--- src/sv/bmpd_pkg.sv ---
`default_nettype none
// ----------------------------------------------------------------------------
// bmpd_pkg
// Shared types and constants of the 24-bit BMP stream decoder.
// ----------------------------------------------------------------------------
package bmpd_pkg;

    localparam int unsigned MAX_DIM      = 4096;
    localparam int unsigned COORD_W      = 12;
    localparam int unsigned HEADER_BYTES = 54;
    localparam int unsigned POS_W        = 6;
    localparam int unsigned DEPTH_W      = 16;
    localparam int unsigned DIM_FIELD_W  = 32;

    localparam logic [1:0] ST_PIXEL     = 2'd0;
    localparam logic [1:0] ST_BAD_DEPTH = 2'd1;
    localparam logic [1:0] ST_BAD_SIZE  = 2'd2;

    typedef struct packed {
        logic [7:0] data;
        logic       sof;
    } beat_t;

    typedef struct packed {
        logic [7:0]         red;
        logic [7:0]         green;
        logic [7:0]         blue;
        logic [COORD_W-1:0] column;
        logic [COORD_W-1:0] row_index;
        logic [1:0]         status;
        logic               last;
    } result_t;

endpackage
`default_nettype wire

--- src/sv/bmpd_in_stage.sv ---
`default_nettype none
// ----------------------------------------------------------------------------
// bmpd_in_stage
// Input register: holds one byte beat until the decode stage takes it.
// ----------------------------------------------------------------------------
module bmpd_in_stage
    import bmpd_pkg::*;
(
    input  wire logic  clk,
    input  wire logic  rst_n,
    input  wire logic  byte_valid,
    output logic       byte_stall,
    input  wire beat_t beat_in,
    input  wire logic  advance,
    output logic       buf_valid,
    output beat_t      buf_beat
);

    logic  valid_reg;
    beat_t beat_reg;

    assign byte_stall = valid_reg && !advance;
    assign buf_valid  = valid_reg;
    assign buf_beat   = beat_reg;

    always_ff @(posedge clk or negedge rst_n)
    begin
        if (!rst_n)
        begin
            valid_reg <= 1'b0;
        end
        else if (!byte_stall)
        begin
            valid_reg <= byte_valid;
        end
    end

    always_ff @(posedge clk)
    begin
        if (byte_valid && !byte_stall)
        begin
            beat_reg <= beat_in;
        end
    end

endmodule
`default_nettype wire

--- src/sv/bmpd_decode.sv ---
`default_nettype none
// ----------------------------------------------------------------------------
// bmpd_decode
// Header parser and pixel assembler: one byte per fire, at most one result.
// ----------------------------------------------------------------------------
module bmpd_decode
    import bmpd_pkg::*;
(
    input  wire logic  clk,
    input  wire logic  rst_n,
    input  wire logic  fire,
    input  wire beat_t beat,
    output logic       res_valid,
    output result_t    res
);

    typedef enum logic [1:0] {
        PH_HEADER,
        PH_PIXEL,
        PH_PAD,
        PH_IDLE
    } phase_t;

    localparam logic [POS_W-1:0] POS_W0   = POS_W'(18);
    localparam logic [POS_W-1:0] POS_W3   = POS_W'(21);
    localparam logic [POS_W-1:0] POS_H0   = POS_W'(22);
    localparam logic [POS_W-1:0] POS_H3   = POS_W'(25);
    localparam logic [POS_W-1:0] POS_D0   = POS_W'(28);
    localparam logic [POS_W-1:0] POS_D1   = POS_W'(29);
    localparam logic [POS_W-1:0] POS_LAST = POS_W'(HEADER_BYTES - 1);

    phase_t                   phase_reg,  phase_next,  phase_cur;
    logic [POS_W-1:0]         pos_reg,    pos_next,    pos_cur;
    logic [DIM_FIELD_W-1:0]   width_reg,  width_next,  width_cur;
    logic [DIM_FIELD_W-1:0]   height_reg, height_next, height_cur;
    logic [DEPTH_W-1:0]       depth_reg,  depth_next,  depth_cur;
    logic [1:0]               comp_reg,   comp_next,   comp_cur;
    logic [7:0]               blue_reg,   blue_next,   blue_cur;
    logic [7:0]               green_reg,  green_next,  green_cur;
    logic [COORD_W-1:0]       col_reg,    col_next,    col_cur;
    logic [COORD_W-1:0]       row_reg,    row_next,    row_cur;
    logic [1:0]               pad_reg,    pad_next,    pad_cur;
    logic                     col_end;
    logic                     row_end;
    logic [1:0]               pad_dec;
    logic [1:0]               w_sel;
    logic [1:0]               h_sel;

    always_comb
    begin
        if (beat.sof)
        begin
            phase_cur  = PH_HEADER;
            pos_cur    = '0;
            width_cur  = '0;
            height_cur = '0;
            depth_cur  = '0;
            comp_cur   = '0;
            blue_cur   = '0;
            green_cur  = '0;
            col_cur    = '0;
            row_cur    = '0;
            pad_cur    = '0;
        end
        else
        begin
            phase_cur  = phase_reg;
            pos_cur    = pos_reg;
            width_cur  = width_reg;
            height_cur = height_reg;
            depth_cur  = depth_reg;
            comp_cur   = comp_reg;
            blue_cur   = blue_reg;
            green_cur  = green_reg;
            col_cur    = col_reg;
            row_cur    = row_reg;
            pad_cur    = pad_reg;
        end
    end

    assign col_end = (DIM_FIELD_W'(col_cur) + DIM_FIELD_W'(1)) >= width_cur;
    assign row_end = (DIM_FIELD_W'(row_cur) + DIM_FIELD_W'(1)) >= height_cur;
    assign pad_dec = pad_cur - 2'd1;
    assign w_sel   = pos_cur[1:0] - POS_W0[1:0];
    assign h_sel   = pos_cur[1:0] - POS_H0[1:0];

    always_comb
    begin
        phase_next  = phase_cur;
        pos_next    = pos_cur;
        width_next  = width_cur;
        height_next = height_cur;
        depth_next  = depth_cur;
        comp_next   = comp_cur;
        blue_next   = blue_cur;
        green_next  = green_cur;
        col_next    = col_cur;
        row_next    = row_cur;
        pad_next    = pad_cur;
        res_valid   = 1'b0;
        res         = '0;

        unique case (phase_cur)
            PH_HEADER:
            begin
                if (pos_cur >= POS_W0 && pos_cur <= POS_W3)
                begin
                    width_next[{w_sel, 3'b000} +: 8] = beat.data;
                end
                else if (pos_cur >= POS_H0 && pos_cur <= POS_H3)
                begin
                    height_next[{h_sel, 3'b000} +: 8] = beat.data;
                end
                else if (pos_cur == POS_D0)
                begin
                    depth_next[7:0] = beat.data;
                end
                else if (pos_cur == POS_D1)
                begin
                    depth_next[15:8] = beat.data;
                end

                if (pos_cur != POS_LAST)
                begin
                    pos_next = pos_cur + POS_W'(1);
                end
                else
                begin
                    pos_next = '0;
                    priority if (depth_cur != DEPTH_W'(24))
                    begin
                        phase_next = PH_IDLE;
                        res_valid  = 1'b1;
                        res.status = ST_BAD_DEPTH;
                    end
                    else if (width_cur > DIM_FIELD_W'(MAX_DIM)
                             || height_cur > DIM_FIELD_W'(MAX_DIM))
                    begin
                        phase_next = PH_IDLE;
                        res_valid  = 1'b1;
                        res.status = ST_BAD_SIZE;
                    end
                    else if (width_cur == '0 || height_cur == '0)
                    begin
                        phase_next = PH_IDLE;
                    end
                    else
                    begin
                        phase_next = PH_PIXEL;
                        comp_next  = '0;
                        col_next   = '0;
                        row_next   = '0;
                    end
                end
            end
            PH_PIXEL:
            begin
                unique case (comp_cur)
                    2'd0:
                    begin
                        blue_next = beat.data;
                        comp_next = 2'd1;
                    end
                    2'd1:
                    begin
                        green_next = beat.data;
                        comp_next  = 2'd2;
                    end
                    default:
                    begin
                        comp_next     = '0;
                        res_valid     = 1'b1;
                        res.red       = beat.data;
                        res.green     = green_cur;
                        res.blue      = blue_cur;
                        res.column    = col_cur;
                        res.row_index = row_cur;
                        res.status    = ST_PIXEL;
                        res.last      = col_end && row_end;
                        if (col_end)
                        begin
                            pad_next = width_cur[1:0];
                            if (width_cur[1:0] != 2'd0)
                            begin
                                phase_next = PH_PAD;
                            end
                            else
                            begin
                                col_next = '0;
                                if (row_end)
                                begin
                                    phase_next = PH_IDLE;
                                end
                                else
                                begin
                                    row_next   = row_cur + COORD_W'(1);
                                    phase_next = PH_PIXEL;
                                end
                            end
                        end
                        else
                        begin
                            col_next = col_cur + COORD_W'(1);
                        end
                    end
                endcase
            end
            PH_PAD:
            begin
                pad_next = pad_dec;
                if (pad_dec == 2'd0)
                begin
                    col_next = '0;
                    if (row_end)
                    begin
                        phase_next = PH_IDLE;
                    end
                    else
                    begin
                        row_next   = row_cur + COORD_W'(1);
                        phase_next = PH_PIXEL;
                    end
                end
            end
            default:
            begin
                phase_next = PH_IDLE;
            end
        endcase
    end

    always_ff @(posedge clk or negedge rst_n)
    begin
        if (!rst_n)
        begin
            phase_reg  <= PH_HEADER;
            pos_reg    <= '0;
            width_reg  <= '0;
            height_reg <= '0;
            depth_reg  <= '0;
            comp_reg   <= '0;
            blue_reg   <= '0;
            green_reg  <= '0;
            col_reg    <= '0;
            row_reg    <= '0;
            pad_reg    <= '0;
        end
        else if (fire)
        begin
            phase_reg  <= phase_next;
            pos_reg    <= pos_next;
            width_reg  <= width_next;
            height_reg <= height_next;
            depth_reg  <= depth_next;
            comp_reg   <= comp_next;
            blue_reg   <= blue_next;
            green_reg  <= green_next;
            col_reg    <= col_next;
            row_reg    <= row_next;
            pad_reg    <= pad_next;
        end
    end

endmodule
`default_nettype wire

--- src/sv/bmpd_out_stage.sv ---
`default_nettype none
// ----------------------------------------------------------------------------
// bmpd_out_stage
// Result register: holds one pixel or error beat until the receiver takes it.
// ----------------------------------------------------------------------------
module bmpd_out_stage
    import bmpd_pkg::*;
(
    input  wire logic    clk,
    input  wire logic    rst_n,
    input  wire logic    load_valid,
    input  wire result_t load_res,
    output logic         can_load,
    output logic         pixel_valid,
    input  wire logic    pixel_stall,
    output result_t      held
);

    logic    valid_reg;
    result_t res_reg;

    assign can_load    = !valid_reg || !pixel_stall;
    assign pixel_valid = valid_reg;
    assign held        = res_reg;

    always_ff @(posedge clk or negedge rst_n)
    begin
        if (!rst_n)
        begin
            valid_reg <= 1'b0;
        end
        else if (can_load)
        begin
            valid_reg <= load_valid;
        end
    end

    always_ff @(posedge clk)
    begin
        if (can_load && load_valid)
        begin
            res_reg <= load_res;
        end
    end

endmodule
`default_nettype wire

--- src/sv/bmp24_stream_decoder_unit.sv ---
`default_nettype none
// ----------------------------------------------------------------------------
// bmp24_stream_decoder_unit
// Byte-serial decoder for uncompressed 24-bit BMP files.
//
// Byte channel: data_byte with start_of_file, qualified by byte_valid and
// held off by byte_stall. start_of_file restarts the decoder on that byte.
// Pixel channel: red, green, blue, column, row_index, status, last_pixel,
// qualified by pixel_valid and held off by pixel_stall. status flags a bad
// bit depth or an oversized image once per file, with zero pixel fields.
// Throughput: one byte per cycle while pixel_stall holds nothing back; every
// third pixel byte yields a beat. An accepted byte reaches the pixel side
// as a beat by way of the input register, then the result register.
// While the receiver stalls, the result register holds its beat, the
// input register holds one more byte, and only then is byte_stall raised.
// Reset empties both registers and returns the parser to header byte 0.
// ----------------------------------------------------------------------------
module bmp24_stream_decoder_unit
    import bmpd_pkg::*;
(
    input  wire logic               clk,
    input  wire logic               rst_n,
    input  wire logic               byte_valid,
    output logic                    byte_stall,
    input  wire logic [7:0]         data_byte,
    input  wire logic               start_of_file,
    output logic                    pixel_valid,
    input  wire logic               pixel_stall,
    output logic [7:0]              red,
    output logic [7:0]              green,
    output logic [7:0]              blue,
    output logic [COORD_W-1:0]      column,
    output logic [COORD_W-1:0]      row_index,
    output logic [1:0]              status,
    output logic                    last_pixel
);

    beat_t   beat_in;
    beat_t   buf_beat;
    logic    buf_valid;
    logic    can_load;
    logic    fire;
    logic    res_valid;
    result_t res;
    result_t held;

    assign beat_in.data = data_byte;
    assign beat_in.sof  = start_of_file;
    assign fire         = buf_valid && can_load;

    bmpd_in_stage u_in (
        .clk        (clk),
        .rst_n      (rst_n),
        .byte_valid (byte_valid),
        .byte_stall (byte_stall),
        .beat_in    (beat_in),
        .advance    (can_load),
        .buf_valid  (buf_valid),
        .buf_beat   (buf_beat)
    );

    bmpd_decode u_dec (
        .clk       (clk),
        .rst_n     (rst_n),
        .fire      (fire),
        .beat      (buf_beat),
        .res_valid (res_valid),
        .res       (res)
    );

    bmpd_out_stage u_out (
        .clk         (clk),
        .rst_n       (rst_n),
        .load_valid  (fire && res_valid),
        .load_res    (res),
        .can_load    (can_load),
        .pixel_valid (pixel_valid),
        .pixel_stall (pixel_stall),
        .held        (held)
    );

    assign red        = held.red;
    assign green      = held.green;
    assign blue       = held.blue;
    assign column     = held.column;
    assign row_index  = held.row_index;
    assign status     = held.status;
    assign last_pixel = held.last;

    a_err_zero: assert property (@(posedge clk) disable iff (!rst_n)
        pixel_valid && status != ST_PIXEL |->
            red == 8'd0 && green == 8'd0 && blue == 8'd0
            && column == '0 && row_index == '0 && !last_pixel)
        else $error("error beat carries nonzero pixel fields");

    a_last_is_pixel: assert property (@(posedge clk) disable iff (!rst_n)
        pixel_valid && last_pixel |-> status == ST_PIXEL)
        else $error("last_pixel set on an error beat");

    a_stall_cause: assert property (@(posedge clk) disable iff (!rst_n)
        byte_stall |-> buf_valid && pixel_valid && pixel_stall)
        else $error("byte_stall raised without a full pipeline");

endmodule
`default_nettype wire
--- config.mk ---
export PLATFORM = sky130hd
export DESIGN_NAME = bmp24_stream_decoder_unit
export DESIGN_NICKNAME = d
export VERILOG_FILES = /design/src/sv/bmpd_pkg.sv /design/src/sv/bmpd_in_stage.sv /design/src/sv/bmpd_decode.sv /design/src/sv/bmpd_out_stage.sv /design/src/sv/bmp24_stream_decoder_unit.sv
export SDC_FILE = /design/constraint.sdc
export NUM_CORES = 1
export LEC_CHECK = 0
export ABC_AREA = 1
export BUFFER_PORTS_ARGS = -buffer_cell sky130_fd_sc_hd__buf_2
export CAP_MARGIN = 20
export CORE_MARGIN = 2
export CORE_UTILIZATION = 50
export CTS_CLUSTER_SIZE = 24
export DETAILED_ROUTE_END_ITERATION = 12
export HOLD_SLACK_MARGIN = 0.06
export PLACE_DENSITY = 0.78
export SKIP_LAST_GASP = 1
export SLEW_MARGIN = 20
export SYNTH_ARGS = -nofsm -noshare
export SYNTH_HDL_FRONTEND = slang
export SYNTH_HIERARCHICAL = 1
export SYNTH_SLANG_ARGS = --single-unit
export TNS_END_PERCENT = 30
--- constraint.sdc ---
create_clock -name clk -period 12.7 [get_ports clk]
set_clock_uncertainty 0.2 [all_clocks]
set_input_delay 3.175 -clock clk [delete_from_list [all_inputs] [get_ports clk]]
set_output_delay 3.175 -clock clk [all_outputs]
set_load 0.02 [all_outputs]
==> reports/results.tsv <==
stage	metric	value	unit
cts	clock tree buffer depth	2	
timing	maximum clock frequency	0.141	GHz
pwr	Logic pwr share	0.167	
detailed_routing	DR WL/cell	15.9	um
logic_synthesis	Seq cells post-synth	194	
pwr	NetSw	0.000476	W
timing	fin crit share	0.558	
logic_synthesis	post-synthesis adder-cell area fraction	0.0437	
global_routing	total gr overflow	0	
flow_run	max-cap violation count	0	
cells_and_area	n_diodes	0	
logic_synthesis	complex-gate fraction of the synthesized area	0.136	
timing	hold slack	0.289	ns
place	post-DP HPWL	19400	um
logic_synthesis	Ys Warns	6	
cells_and_area	area of the multi-input gates	5420	um2
global_routing	initial antenna violation count	0	
cells_and_area	synthesis-to-finish area growth	9.28	%
worst_setup_path	crit path capture type	output pin	
global_routing	met2 GRT Util	0.391	
pwr	worst IR drop on VDD	0.0863	mV
die	Die Span Y	155	um
die	core area	22600	um2
logic_synthesis	area of the mapped netlist	11500	um2
cts	Inserted Clock Buffers	17	
pwr	sequential power share	0.464	
timing	final setup vio count	0	
timing	Least-Margin Pin Slew	0.901	ns
timing	Rel. slew slack	0.399	
pwr	PD cells	120	nW/um2
timing	RSZ-0062 raised after global routing	no	
logic_synthesis	Mapped Cells	1491	
timing	Fin. Hold Viols	0	
logic_synthesis	Post-Syn Area per Cell	7.68	um2
cells_and_area	fraction of layout instances using a drive strength above 1	0.101	
cts	CTS Root Cell	clkbuf_16	
logic_synthesis	top cells by count, synth	nand2_1, nor2_1, inv_1	
die	Die W	155	um
logic_synthesis	Post-Synth Simple-Gate Area	0.276	
cells_and_area	fillcell total	2067	
logic_synthesis	Post-Syn Nets	1544	
die	row count	55	
worst_setup_path	Crit Path Class	input pin to output pin	
logic_synthesis	largest area contributor in the netlist	dfrtp_1	
global_routing	first-pass GRT wire length	46700	um
logic_synthesis	top cell type's share of synthesized area	0.293	
worst_setup_path	CP max FO	5	
logic_synthesis	synth unique cells	47	
cts	post-CTS setup buffers	0	
global_routing	largest net degree at the start of global routing	89	
detailed_routing	# DRC	0	
detailed_routing	Routed Antenna Nets	0	
cells_and_area	final net count	1573	
cts	# resized after CTS	0	
pwr	Int Power	0.00103	W
place	Final GP Congestion	0.890	
logic_synthesis	Post-synth EDFFs	60	
die	Initial Util	0.507	
worst_setup_path	Required @ worst endpoint	9.32	ns
logic_synthesis	largest family of logic cells by synthesized area	simple AND/OR/NAND/NOR gates	
global_routing	busiest grt layer	met2	
cells_and_area	FF+latch area	5150	um2
logic_synthesis	Post-Synth XOR/XNOR Area	0.0145	
pwr	Leak Pwr	5.85	nW
global_routing	GRT Total Usage	0.241	
logic_synthesis	fraction of registers with async set/reset	0.691	
worst_setup_path	WP data arrival	3.71	ns
die	I/O Pins	66	
global_routing	met3 Track Usage GR	0.0409	
detailed_routing	via count	10300	
detailed_routing	drt initial violations	832	
run_status	run status	finished clean	
die	die area	24100	um2
pwr	switching share of power	0.316	
logic_synthesis	Synth area leaders	dfrtp_1, edfxtp_1, nand2_1	
detailed_routing	first-pass detailed-route iteration total	5	
min_path	HP Class	flip-flop to flip-flop	
timing	Slew Limit Fails	0	
logic_synthesis	commonest register cell after synthesis	dfrtp_1	
logic_synthesis	Seq/Total Area, Yosys	0.450	
global_routing	vias in the first global route	9463	
cts	total clock sinks	194	
timing	setup TNS	0	ns
detailed_routing	DR vias/cell	5.66	
timing	Final min period	7.08	ns
pwr	clock power share	0.368	
logic_synthesis	multiplexer area fraction after synthesis	0.00197	
cts	H-tree levels	4	
place	IO buf count	65	
cts	Reg clk slew, reported paths	0.07	ns
detailed_routing	final WL	28900	um
worst_setup_path	CP startpoint kind	input pin	
logic_synthesis	count leader, synth	nand2_1	
cts	Clk Latency, worst-skew pair	0.45	ns
cts	Post-CTS Hold Buffers	0	
pwr	Overall Power	0.00151	W
global_routing	met1 usage	0.327	
cts	TritonCTS clock tree	done	
cells_and_area	max reg flops	51	
[final timing paths]
| path | startpoint | end | cells past startpoint | slack (ns) |
|---|---|---|---|---|
| max | pixel_stall | byte_stall | 4 | 5.62 |
| min | u_dec/pad_reg[0]$_DFFE_PN0P_ | u_dec/pad_reg[0]$_DFFE_PN0P_ | 2 | 0.29 |
| max reg2reg | u_in/buf_beat[0]$_DFFE_PP_ | u_dec/col_reg[0]$_DFFE_PN0P_ | 20 | 8.14 |
| min reg2reg | u_dec/pad_reg[0]$_DFFE_PN0P_ | u_dec/pad_reg[0]$_DFFE_PN0P_ | 2 | 0.29 |
| max in group asynchronous | rst_n | u_dec/height_reg[20]$_DFFE_PN0P_ | 2 | 8.45 |
| min in group asynchronous | rst_n | u_dec/col_reg[7]$_DFFE_PN0P_ | 1 | 2.52 |
[metrics by stage]
step | cells | utilization | area [um2] | setup slack [ns]
2_1_floorplan | 1491 | - | 11500 | 5.72
3_3_place_gp | 1786 | 0.527 | 11900 | 5.61
3_5_place_dp | 1786 | 0.527 | 11900 | 5.61
4_1_cts | 1818 | 0.554 | 12500 | 5.61
5_1_grt | 1818 | 0.554 | 12500 | 5.54
6_report | 1818 | 0.554 | 12500 | 5.62
[per-layer routing]
| metal | part of all wire | vias up |
|---|---|---|
| li1 | - | 4977 |
| met1 | 0.43 | 4823 |
| met5 | 0 | - |
| met3 | 0.070 | 58 |
| met4 | 0.026 | 0 |
| met2 | 0.47 | 440 |
[placed cells by master (no fill, tap or decap), types with 7 or more instances in the layout]
cell,n
nand2_1,385
nor2_1,204
inv_1,138
dfrtp_1,134
nand3_1,92
a21oi_1,79
o21ai_0,77
buf_2,64
edfxtp_1,60
ha_1,40
a31oi_1,30
nor3_1,24
o22ai_1,19
clkbuf_16,17
xor2_1,17
a22o_1,17
o21ai_1,16
o211ai_1,15
inv_2,10
nand4_1,9
buf_4,8
nor2_4,7
nand2_2,7
[power by group through the flow]
stage               Sequential [W]  Clock [W]  Combinational [W]
finish                    0.000700   0.000555           0.000252
global route              0.000703   0.000588           0.000283
CTS                       0.000699   0.000564           0.000249
floorplan                 0.000703          0           0.000189
detailed placement        0.000712          0           0.000247
global placement          0.000710          0           0.000241
[worst max-delay path, cell delays in order]
cell	delay [ns]
buf_2	0.11
nand2_1	0.13
nor2_1	0.13
buf_2	0.16
[cells by family after synthesis]
group,Yosys count
compound gates,268
xor+xnor,19
fa+ha+maj,40
buf+inv,216
flops,194
mux,2
simple gates,752
[layout make-up]
| cell class | count | area share |
|---|---|---|
| timing repair buffer | 73 | 0.0313 |
| clock inverter | 15 | 0.0152 |
| tap | 285 | 0.0285 |
| inverter | 153 | 0.0462 |
| multi-input combinational | 1081 | 0.433 |
| sequential | 194 | 0.412 |
| clock buffer | 17 | 0.0340 |
Note: power is estimated with default switching activity, not from simulation.
